**src/rtl/acps_pkg.sv**
```systemverilog
// acps_pkg: constants, types and steering codes for the coordinate parser.
// No dependencies; imported by every module of the block.
package acps_pkg;

	localparam int MAX_DIGITS = 3;
	localparam int SLOT_COUNT = 4;
	localparam int DIGIT_BIAS = 48;

	localparam int COUNT_W = 3;
	localparam int SLOT_W  = 3;

	localparam logic [7:0] BYTE_DOT   = 8'h2E;
	localparam logic [7:0] BYTE_COLON = 8'h3A;
	localparam logic [7:0] BYTE_ONE   = 8'h31;

	localparam logic [SLOT_W-1:0] NO_SLOT = 3'd7;

	localparam logic [1:0] STEER_STRAIGHT = 2'd0;
	localparam logic [1:0] STEER_POS      = 2'd1;
	localparam logic [1:0] STEER_NEG      = 2'd2;

	typedef logic [9:0]          thr_t;
	typedef logic signed [8:0]   digit_t;
	typedef logic signed [15:0]  coord_t;

	localparam thr_t TURN_THRESHOLD_RESET = 10'd7;

	typedef struct packed {
		coord_t slot0;
		coord_t slot1;
	} coord_pair_t;

endpackage

```
**src/rtl/acps_if.sv**
```systemverilog
// acps_if: valid/ready channels of the coordinate parser (byte in, result out,
// threshold write).
interface acps_rx_if;
	logic       valid;
	logic       ready;
	logic [7:0] rx_byte;
	modport source (output valid, output rx_byte, input ready);
	modport sink   (input valid, input rx_byte, output ready);
endinterface

interface acps_res_if;
	logic                valid;
	logic                ready;
	logic [1:0]          steer_code;
	logic signed [15:0]  coord_diff;
	modport source (output valid, output steer_code, output coord_diff, input ready);
	modport sink   (input valid, input steer_code, input coord_diff, output ready);
endinterface

interface acps_cfg_if;
	logic       valid;
	logic       ready;
	logic [9:0] data;
	modport source (output valid, output data, input ready);
	modport sink   (input valid, input data, output ready);
endinterface

```
**src/rtl/ascii_coordinate_parser_steering_core.sv**
```systemverilog
// ascii_coordinate_parser_steering_core: top level of the coordinate parser.
// Uses acps_pkg, acps_if, acps_parser and acps_steer.
//
// Usage:
//   rx    - byte requests in (rx_byte), valid/ready.
//   steer - one result request per byte (steer_code, coord_diff), valid/ready.
//   cfg   - turn_threshold write, valid/ready; ready is always high. Write it
//           only while the block is idle.
// Path: an accepted byte passes the input register, then the result register,
//   before its result shows at the steer port.
// Throughput: one byte per cycle while the steer port takes results; the parse
//   state update and the diff and compare sit in the single stage between the two registers.
// Reset: parse state, coordinate slots and valid flags clear; threshold
//   returns to 7.
// Stall: while a result waits, the stage still holds one byte; with both
//   full, rx.ready drops until the result is taken.
module ascii_coordinate_parser_steering_core (
	input logic       clk,
	input logic       arst_n,
	acps_rx_if.sink   rx,
	acps_res_if.source steer,
	acps_cfg_if.sink  cfg
);
	import acps_pkg::*;

	logic        valid_s1;
	logic [7:0]  byte_s1;
	logic        advance;
	thr_t        threshold_q;
	coord_pair_t coords_next;
	logic [1:0]  code_nxt;
	coord_t      diff_nxt;
	logic        res_valid_q;
	logic [1:0]  code_q;
	coord_t      diff_q;

	assign advance  = valid_s1 && (!res_valid_q || steer.ready);
	assign rx.ready = !valid_s1 || advance;
	assign cfg.ready = 1'b1;

	always_ff @(posedge clk or negedge arst_n) begin
		if (!arst_n) begin
			threshold_q <= TURN_THRESHOLD_RESET;
		end else if (cfg.valid) begin
			threshold_q <= cfg.data;
		end
	end

	always_ff @(posedge clk or negedge arst_n) begin
		if (!arst_n) begin
			valid_s1 <= 1'b0;
		end else if (rx.ready) begin
			valid_s1 <= rx.valid;
		end
	end

	always_ff @(posedge clk) begin
		if (rx.ready && rx.valid)
			byte_s1 <= rx.rx_byte;
	end

	acps_parser u_parser (
		.clk         (clk),
		.arst_n      (arst_n),
		.step        (advance),
		.rx_byte     (byte_s1),
		.coords_next (coords_next)
	);

	acps_steer u_steer (
		.coords     (coords_next),
		.threshold  (threshold_q),
		.steer_code (code_nxt),
		.coord_diff (diff_nxt)
	);

	always_ff @(posedge clk or negedge arst_n) begin
		if (!arst_n) begin
			res_valid_q <= 1'b0;
		end else if (advance) begin
			res_valid_q <= 1'b1;
		end else if (steer.ready) begin
			res_valid_q <= 1'b0;
		end
	end

	always_ff @(posedge clk) begin
		if (advance) begin
			code_q <= code_nxt;
			diff_q <= diff_nxt;
		end
	end

	assign steer.valid      = res_valid_q;
	assign steer.steer_code = code_q;
	assign steer.coord_diff = diff_q;

endmodule

```
**src/rtl/acps_parser.sv**
```systemverilog
// acps_parser: field parsing state and coordinate slots, one byte per step.
// Gives the slot 0 and slot 1 values as they stand after the byte. Uses acps_pkg.
module acps_parser (
	input  logic                 clk,
	input  logic                 arst_n,
	input  logic                 step,
	input  logic [7:0]           rx_byte,
	output acps_pkg::coord_pair_t coords_next
);
	import acps_pkg::*;

	logic                field_open_q, field_open_nxt;
	logic [COUNT_W-1:0]  digit_count_q, digit_count_nxt;
	digit_t              digit_q   [MAX_DIGITS];
	digit_t              digit_nxt [MAX_DIGITS];
	logic [7:0]          prev_byte_q;
	logic [SLOT_W-1:0]   slot_sel_q, slot_sel_nxt;
	coord_t              coord_q   [SLOT_COUNT];
	coord_t              coord_nxt [SLOT_COUNT];
	coord_t              fold_val;
	digit_t              new_digit;

	assign new_digit = digit_t'({1'b0, rx_byte}) - digit_t'(DIGIT_BIAS);

	always_comb begin
		field_open_nxt  = field_open_q;
		digit_count_nxt = digit_count_q;
		slot_sel_nxt    = slot_sel_q;
		digit_nxt       = digit_q;
		coord_nxt       = coord_q;
		fold_val        = '0;

		if (field_open_q && rx_byte != BYTE_DOT) begin
			if (digit_count_q < COUNT_W'(MAX_DIGITS)) begin
				for (int k = 0; k < MAX_DIGITS; k++) begin
					if (digit_count_q == COUNT_W'(k))
						digit_nxt[k] = new_digit;
				end
				digit_count_nxt = digit_count_q + COUNT_W'(1);
			end else begin
				digit_count_nxt = COUNT_W'(MAX_DIGITS + 1);
			end
		end

		if (rx_byte == BYTE_COLON) begin
			field_open_nxt = 1'b1;
			if (prev_byte_q >= BYTE_ONE && prev_byte_q < BYTE_ONE + 8'(SLOT_COUNT))
				slot_sel_nxt = SLOT_W'(prev_byte_q - BYTE_ONE);
			else
				slot_sel_nxt = NO_SLOT;
		end

		if (rx_byte == BYTE_DOT) begin
			field_open_nxt = 1'b0;
			for (int k = 0; k < MAX_DIGITS; k++) begin
				if (COUNT_W'(k) < digit_count_q)
					fold_val = coord_t'(fold_val * coord_t'(10)) + coord_t'(digit_q[k]);
			end
			if (digit_count_q >= COUNT_W'(1) && digit_count_q <= COUNT_W'(MAX_DIGITS)) begin
				for (int i = 0; i < SLOT_COUNT; i++) begin
					if (slot_sel_q == SLOT_W'(i))
						coord_nxt[i] = fold_val;
				end
			end
			digit_count_nxt = '0;
			for (int k = 0; k < MAX_DIGITS; k++)
				digit_nxt[k] = '0;
		end
	end

	always_ff @(posedge clk or negedge arst_n) begin
		if (!arst_n) begin
			field_open_q  <= 1'b0;
			digit_count_q <= '0;
			prev_byte_q   <= '0;
			slot_sel_q    <= '0;
			for (int k = 0; k < MAX_DIGITS; k++)
				digit_q[k] <= '0;
			for (int i = 0; i < SLOT_COUNT; i++)
				coord_q[i] <= '0;
		end else if (step) begin
			field_open_q  <= field_open_nxt;
			digit_count_q <= digit_count_nxt;
			prev_byte_q   <= rx_byte;
			slot_sel_q    <= slot_sel_nxt;
			digit_q       <= digit_nxt;
			coord_q       <= coord_nxt;
		end
	end

	assign coords_next.slot0 = coord_nxt[0];
	assign coords_next.slot1 = coord_nxt[1];

endmodule

```
**src/rtl/acps_steer.sv**
```systemverilog
// acps_steer: slot 0 minus slot 1 and the threshold comparison.
// Uses acps_pkg.
module acps_steer (
	input  acps_pkg::coord_pair_t coords,
	input  acps_pkg::thr_t        threshold,
	output logic [1:0]            steer_code,
	output acps_pkg::coord_t      coord_diff
);
	import acps_pkg::*;

	logic signed [16:0] thr_pos;
	logic signed [16:0] diff_w;

	assign coord_diff = coords.slot0 - coords.slot1;
	assign diff_w     = 17'(coord_diff);
	assign thr_pos    = $signed({7'b0, threshold});

	always_comb begin
		priority if (diff_w >= thr_pos)
			steer_code = STEER_POS;
		else if (diff_w <= -thr_pos)
			steer_code = STEER_NEG;
		else
			steer_code = STEER_STRAIGHT;
	end

endmodule
```
**src/flat_wrapper.sv**
```systemverilog
// flat-port wrapper written by rule: the top's interface ports become plain ports
module ascii_coordinate_parser_steering_core_flat import acps_pkg::*;
  (clk, arst_n, rx_valid, rx_rx_byte, rx_ready, steer_valid, steer_steer_code, steer_coord_diff, steer_ready, cfg_valid, cfg_data, cfg_ready);
  acps_rx_if rx_i ();
  acps_res_if steer_i ();
  acps_cfg_if cfg_i ();
  input logic clk;
  input logic arst_n;
  input wire logic [$bits(rx_i.valid)-1:0] rx_valid;
  input wire logic [$bits(rx_i.rx_byte)-1:0] rx_rx_byte;
  output wire logic [$bits(rx_i.ready)-1:0] rx_ready;
  output wire logic [$bits(steer_i.valid)-1:0] steer_valid;
  output wire logic [$bits(steer_i.steer_code)-1:0] steer_steer_code;
  output wire logic [$bits(steer_i.coord_diff)-1:0] steer_coord_diff;
  input wire logic [$bits(steer_i.ready)-1:0] steer_ready;
  input wire logic [$bits(cfg_i.valid)-1:0] cfg_valid;
  input wire logic [$bits(cfg_i.data)-1:0] cfg_data;
  output wire logic [$bits(cfg_i.ready)-1:0] cfg_ready;
  assign rx_i.valid = rx_valid;
  assign rx_i.rx_byte = rx_rx_byte;
  assign rx_ready = rx_i.ready;
  assign steer_valid = steer_i.valid;
  assign steer_steer_code = steer_i.steer_code;
  assign steer_coord_diff = steer_i.coord_diff;
  assign steer_i.ready = steer_ready;
  assign cfg_i.valid = cfg_valid;
  assign cfg_i.data = cfg_data;
  assign cfg_ready = cfg_i.ready;
  ascii_coordinate_parser_steering_core u_core (.clk(clk), .arst_n(arst_n), .rx(rx_i), .steer(steer_i), .cfg(cfg_i));
endmodule
```
**config.mk**
```make
export PLATFORM = sky130hd
export DESIGN_NAME = ascii_coordinate_parser_steering_core_flat
export DESIGN_NICKNAME = d
export VERILOG_FILES = /design/src/rtl/acps_pkg.sv /design/src/rtl/acps_if.sv /design/src/rtl/ascii_coordinate_parser_steering_core.sv /design/src/rtl/acps_parser.sv /design/src/rtl/acps_steer.sv /design/src/flat_wrapper.sv
export SDC_FILE = /design/constraint.sdc
export NUM_CORES = 1
export LEC_CHECK = 0
export BUFFER_PORTS_ARGS = -buffer_cell sky130_fd_sc_hd__buf_2
export CORE_MARGIN = 4
export CORE_UTILIZATION = 45
export DETAILED_ROUTE_END_ITERATION = 8
export PLACE_DENSITY_LB_ADDON = 0.2
export RECOVER_POWER = 25
export SLEW_MARGIN = 10
export SYNTH_ARGS = -nofsm -noshare
export SYNTH_HDL_FRONTEND = slang
export SYNTH_SLANG_ARGS = --single-unit
```
**constraint.sdc**
```tcl
create_clock -name clk -period 11 [get_ports clk]
set_input_delay 1.65 -clock clk [delete_from_list [all_inputs] [get_ports clk]]
set_output_delay 1.65 -clock clk [all_outputs]
set_load 0.01 [all_outputs]
```
* After elaboration in Yosys (flattened, before gate mapping)
Cells that the tools add are included.
** Cells by class
- Multipliers :: 2
- Magnitude comparators :: 10
- Add/sub/neg operators :: 7
- Equal/unequal tests :: 8
- Mux-type cells :: 26
- Reductions and logical operators :: 26
** Operator list (count)
- 16-bit 2-to-1 mux :: 9
- 64-bit 2-to-1 mux :: 2
- 27-bit 2-to-1 mux :: 3
- 16-bit by 9-bit adder with 16-bit output :: 2
- 16-bit by 4-bit multiplier with 15-bit output (second input constant) :: 2
- 9-bit 2-to-1 mux :: 3
- 4-bit AND reduction :: 5
- 16-bit by 17-bit <= comparator with 1-bit output :: 1
- 10-bit negation with 17-bit output :: 1
- 8-bit by 6-bit == test with 1-bit output (second input constant) :: 2
- 16-bit by 11-bit >= comparator with 1-bit output :: 1
- 16-bit subtractor :: 1
- 2-bit nonzero test :: 7
- 3-bit 2-to-1 mux :: 4
- 3-bit by 2-bit == test with 1-bit output (second input constant) :: 3
- 8-bit by 6-bit subtractor with 9-bit output (second input constant) :: 1
- 8-bit by 6-bit >= comparator with 1-bit output (second input constant) :: 1
- 8-bit by 6-bit less-than comparator with 1-bit output (second input constant) :: 1
- 8-bit by 6-bit != test with 1-bit output (second input constant) :: 1
- 3-bit by 1-bit == test with 1-bit output (second input constant) :: 2
- 3-bit zero test :: 2
- 1-bit by 3-bit less-than comparator with 1-bit output (first input constant) :: 2
- 2-bit AND reduction :: 3
- 1-bit logical AND :: 5
- other kinds (10) :: 15
** Storage, ports and cells
- Word-level logic and storage cells :: 96
- Bits in registers :: 144
- Input bits :: 23
- Output and inout bits :: 21

* Depth between registers and ports, before layout
- Depth after elaboration :: 16
- Depth in mapped cells :: 44
- Mapped depth without buffers :: 42

* Modules after synthesis
Synthesis repeated with hierarchy kept, for this count alone.
** Unflattened totals
- Cells, all modules :: 1002
- Area total of the unflattened synthesis :: 9132.5 um2
** Modules (own cells, without submodules)
- acps_parser :: area each 6206.0 um2, seq. area each 1851.8 um2, instances 1, cells an instance 725
- acps_steer :: area each 1630.3 um2, seq. area each 0.0 um2, instances 1, cells an instance 220
- ascii_coordinate_parser_steering_core :: area each 1296.2 um2, seq. area each 1084.8 um2, instances 1, cells an instance 57

* Least setup slack after synthesis
No wires, ideal clock.
- Kind :: reg-to-reg
- Start :: reg u_core.u_parser.digit_count_q[0]
- End :: reg u_core.code_q[1], in the netlist u_core.steer.steer_code[1], data pin
- Arrival time :: 8.264 ns
- Period minus slack after synthesis :: 8.400 ns
- Setup time :: 0.135 ns
- Cell stages (with the launch flop) :: 38
- Buffers on the path :: 1
- Setup slack :: 2.600 ns
- Required time :: 10.865 ns
- Cells stage by stage :: dfrtp_1 clkbuf_1 nor3_1 nor2_1 ha_1 fa_1 xor2_1 ha_1 and3_1 a221oi_4 nand2_1 a21oi_1 xnor2_1 a21oi_1 inv_1 ha_1 ha_1 a2111oi_4 [... 2 more ...] xnor2_1 ha_1 o21a_1 o21ai_0 a31oi_1 o41ai_1 xnor2_1 xor3_1 a311oi_1 a31oi_1 xnor2_1 ha_1 nand3_1 nor4_1 a21oi_1 and2_1 or4_1 nand3_1
** Between the ends
- Cells in the longest elaborated chain, start to end :: 16
- Elaborated cells between the ends (all ways) :: 23
- Classes of those cells :: add/sub: 3; mul: 2; order compare: 7; mux: 10; reduce/logical: 1
** RTL lines
- start: declaration :: line acps_parser.sv:13 : logic [COUNT_W-1:0] digit_count_q, digit_count_nxt;
- start signal: assignment :: line acps_parser.sv:83 : digit_count_q <= digit_count_nxt;
- 1-bit by 3-bit less-than comparator with 1-bit output :: line acps_parser.sv:56 : if (COUNT_W'(k) < digit_count_q)
- 16-bit 2-to-1 mux :: line acps_parser.sv:56
- 16-bit 2-to-1 mux :: line acps_parser.sv:53 : if (rx_byte == BYTE_DOT) begin
- 16-bit by 4-bit multiplier with 15-bit output :: line acps_parser.sv:57 : fold_val = coord_t'(fold_val * coord_t'(10)) + coord_t'(digit_q[k]);
- 16-bit by 9-bit adder with 16-bit output :: line acps_parser.sv:57
- 16-bit 2-to-1 mux :: line acps_parser.sv:56
- 16-bit 2-to-1 mux :: line acps_parser.sv:53
- 16-bit by 4-bit multiplier with 15-bit output :: line acps_parser.sv:57
- 16-bit by 9-bit adder with 16-bit output :: line acps_parser.sv:57
- 16-bit 2-to-1 mux :: line acps_parser.sv:56
- 16-bit 2-to-1 mux :: line acps_parser.sv:61 : if (slot_sel_q == SLOT_W'(i))
- 64-bit 2-to-1 mux (*) :: line acps_parser.sv:59 : if (digit_count_q >= COUNT_W'(1) && digit_count_q <= COUNT_W'(MAX_DIGITS)) begin
- 64-bit 2-to-1 mux (*) :: line acps_parser.sv:53
- 16-bit subtractor (*) :: line acps_steer.sv:14 : assign coord_diff = coords.slot0 - coords.slot1;
- named net u_core.diff_nxt[15] :: line ascii_coordinate_parser_steering_core.sv:32 : coord_t diff_nxt;
- 16-bit by 17-bit <= comparator with 1-bit output :: line acps_steer.sv:21 : else if (diff_w <= -thr_pos)
- 2-bit 2-to-1 mux :: line acps_steer.sv:21
- end signal: assignment :: line ascii_coordinate_parser_steering_core.sv:89 : code_q <= code_nxt;
- end: declaration :: line ascii_coordinate_parser_steering_core.sv:34 : logic [1:0] code_q;
Mark *: on every way through the listed nets, which the timed path passes. The rest lies on a longest branch. The select of a mux whose other input is x is not followed.
A chain may end at the register's enable or synchronous reset.

==> metrics.md <==
| Metric | Value |
|---|---|
| Status | complete, but fails checks |
| Failing checks | capacitance limit, slew limit |
| Total grt overflow | 0 |
| Routability cong. | 0.841 |
| WL/cell | 15.7 um |
| Die Ht | 149 um |
| Setup crit end kind | register |
| Hold buffers post-CTS | 0 |
| Number of synthesized flops with an enable pin | 26 |
| Peak supply drop | 122 uV |
| First-pass GRT wire length | 34.1 mm |
| CTS root buffer | clkbuf_16 |
| Startpoint Class | register |
| Lkg Pwr | 4.84 nW |
| Syn nets | 1110 |
| Pwr Density | 161 mW/mm^2 |
| Final count of hold timing violations | 0 |
| Mean Syn Cell Area | 9.24 sq um |
| Layout cells sized above 1 | 0.131 |
| Overall power | 1.59 mW |
| Clock sink count | 112 |
| R2R Setup Slk | 1.31 ns |
| Worst min path class | register to register |
| Post-Syn Area | 0.00899 sq mm |
| Total track usage | 0.188 |
| Clock Power Share | 0.219 |
| Most frequent cells in the layout | 110 x ha_1, 106 x nand2_1, 83 x dfrtp_1 |
| Initial Utilization | 0.460 |
| Slew @ Worst Pin | 3.55 ns |
| DP HPWL | 15.6 mm |
| Post-route ant nets | 0 |
| Sw Ratio | 0.402 |
| Critical Path RT | 11.23 ns |
| DRC Markers | 0 |
| Synth Register Bits | 112 |
| Worst-path fanout max | 15 |
| TNS Setup | 0 ns |
| Resized cells post-CTS | 0 |
| Most common cell on crit path | ha_1 |
| Main synth FF type | dfrtp_1 |
| Clk_skew | 0.0112 ns |
| Ant. Diodes | 0 |
| Vias in the first global route | 6798 |
| Iteration-0 DRC Markers | 366 |
| H-tree depth | 3 |
| Final setup violating endpoints | 0 |
| Cell Int Power | 949 uW |
| Critical path buffers and inverters | 0 |
| CP endpoint | u_core.steer.steer_code[1]$_SDFFCE_PP0P_ |
| Clk Latency, worst-skew pair | 0.36 ns |
| Port-buffer cells | 42 |
| Die Width | 149 um |
| Vias per cell | 5.42 |
| # rows | 51 |
| Drt total wl | 20.1 mm |
| Nets | 1149 |
| # Post-CTS Setup Buffers | 0 |
| Sequential Power Share | 0.338 |
| Ys async rst share | 0.768 |
| Setup CP Type | register to register |
| Max Fclk | 103 MHz |
| Via count | 6954 |
| Worst path max stage delay | 0.65 ns |
| 1st-pass router iterations | 5 |
| Yosys cell types | 80 |
| Max Buffers Root-to-Sink | 2 |
| Syn. warnings | 0 |
| Full die area | 0.0223 sq mm |
| Max Cap Violations | 1 |
| Reg2Reg Launch Point | u_core.u_parser.digit_count_q[0]$_DFFE_PN0P_ |
| WP depth | 41 |
| CTS tree | done |
| Num CTS Buffers | 9 |
| Reg-to-reg endpoint | u_core.steer.steer_code[1]$_SDFFCE_PP0P_ |
| Commonest non-fill, non-tap cell in the layout | ha_1 |
| Net Sw Power | 638 uW |
| Final worst path period need | 9.69 ns |
| Ports | 44 |
| Crit path max-delay family | simple AND/OR/NAND/NOR gates |
| RSZ-0062 raised after global routing | no |
| Gate Count Post-Synth | 973 |
| Combinational share of power | 0.443 |
| Slew margin rel. | -1.36 |
| Worst Setup SP | u_core.u_parser.digit_count_q[0]$_DFFE_PN0P_ |
| Final slew viol count | 65 |
| Largest net degree at the start of global routing | 65 |
| Crit share post-route | 0.881 |
| Crit path DAT | 9.92 ns |
| Cell count of the worst reg-to-reg path | 41 |
| Master of the slowest instance on the critical path | nor3_1 |
| Sequential fraction of the synthesis area | 0.327 |
| Syn-to-layout area delta | 9.35% |
| CORE AREA | 0.0195 sq mm |
| Clock transition at path regs | 0.08 ns |
| Antenna violations before repair | 0 |
-- sequential cells by signal (all words and copies together) (netlist names), named ones only --
register,cells
u_core.u_parser.coord_q,30
u_core.u_parser.digit_q,27
u_core.steer.coord_diff,16
u_core.threshold_q,10
u_core.byte_s1,8
u_core.u_parser.prev_byte_q,8
u_core.u_parser.digit_count_q,3
u_core.u_parser.slot_sel_q,3
u_core.steer.steer_code,2
u_core.steer.valid,1
u_core.u_parser.field_open_q,1
u_core.valid_s1,1
-- routing by layer --
layer / routed length [um] / up-vias / share of wire / global-route usage
met5: 0 / - / 0 / 0
met4: 216 / 0 / 0.011 / 0.0412
met3: 498 / 16 / 0.025 / 0.0243
met2: 9030 / 78 / 0.45 / 0.294
met1: 10400 / 3275 / 0.52 / 0.279
li1: - / 3585 / - / -
-- cells in the mapped netlist, types with 4 or more instances --
cell      instances  area share
nand2_1         106       0.044
nor3_1           21       0.012
clkbuf_1         17      0.0071
mux2_2           42       0.053
o21a_1           16       0.013
nand3_1          22       0.012
a22o_1           14       0.014
a21oi_1          67       0.037
o211ai_1          4      0.0033
nand4_1           6      0.0042
xor2_1           14       0.014
and3_1           11      0.0077
nor2_1           76       0.032
ha_1            110        0.15
inv_1            49       0.020
or3_1             7      0.0049
a21o_1           18       0.015
a211oi_1          4      0.0033
nor2b_1          10      0.0070
nand2b_1         13      0.0090
o21ai_0          70       0.039
edfxtp_1         26       0.087
and2_1            5      0.0035
fa_1              4      0.0089
dfrtp_1          83        0.23
a31oi_1           4      0.0028
nor4_1            6      0.0042
o21bai_1          7      0.0058
xnor2_1          54       0.053
mux2i_1          15       0.017
-- worst min-delay path by stage --
| stage | depth (start not counted) | slack (ns) | start | end |
|---|---|---|---|---|
| after floorplan | 2 | 0.44 | u_core.u_parser.coord_q[52]$_DFFE_PN0P_ | u_core.u_parser.coord_q[52]$_DFFE_PN0P_ |
| after global placement | 2 | 0.45 | u_core.u_parser.coord_q[53]$_DFFE_PN0P_ | u_core.u_parser.coord_q[53]$_DFFE_PN0P_ |
| after detailed placement | 2 | 0.46 | u_core.u_parser.coord_q[52]$_DFFE_PN0P_ | u_core.u_parser.coord_q[52]$_DFFE_PN0P_ |
| after CTS | 1 | 0.47 | u_core.u_parser.prev_byte_q[0]$_DFFE_PN0P_ | u_core.u_parser.slot_sel_q[0]$_DFFE_PN0P_ |
| after global routing | 2 | 0.50 | u_core.u_parser.prev_byte_q[3]$_DFFE_PN0P_ | u_core.u_parser.prev_byte_q[3]$_DFFE_PN0P_ |
| final | 1 | 0.47 | u_core.u_parser.prev_byte_q[0]$_DFFE_PN0P_ | u_core.u_parser.slot_sel_q[0]$_DFFE_PN0P_ |
-- area by class of cell --
type / count / area [sq um]
fill: 1869 / 9690
multi-input combinational: 786 / 5780
sequential: 112 / 2940
tap: 265 / 332
timing repair buffer: 52 / 275
clock buffer: 9 / 225
inverter: 51 / 191
clock inverter: 7 / 88.8
-- power groups by stage --
stage,Clock [mW],Combinational (mW),Sequential [mW]
3_3_place_gp,0,0.698,0.543
4_1_cts,0.358,0.708,0.536
3_5_place_dp,0,0.701,0.544
6_report,0.348,0.703,0.536
5_1_grt,0.372,0.794,0.544
2_1_floorplan,0,0.548,0.522
-- through the flow --
step | utilization | instance area, sq um | worst slack [ns] | hold slack (ns) | instances
final | 0.504 | 9830 | 1.31 | 0.471 | 1282
after global routing | 0.504 | 9830 | 0.558 | 0.498 | 1282
after CTS | 0.504 | 9840 | 1.39 | 0.473 | 1282
after detailed placement | 0.488 | 9530 | 1.45 | 0.459 | 1266
after global placement | 0.488 | 9530 | 1.63 | 0.453 | 1266
after floorplan | - | 8990 | 2.60 | 0.442 | 973
-- logic make-up after synthesis --
group / synth area share
and+or+nand+nor: 0.154
AOI/OAI and AO/OA: 0.181
adders and majority gates: 0.162
DFF: 0.327
buffers and inverters: 0.0321
xor gates and xnor gates: 0.0746
muxes: 0.0693
other: 0.000417
-- worst reg2reg max path, delay by kind of cell, from the launching register on --
kind | cells | cell delay [ns]
AO/OA/AOI/OAI | 11 | 2.17
AND/OR/NAND/NOR | 16 | 3.02
multiplexers | 1 | 0.30
adder cells (fa/ha/maj) | 8 | 2.76
flip-flops | 1 | 0.57
XOR/XNOR | 5 | 0.74
(Power assumes the default switching activity.)
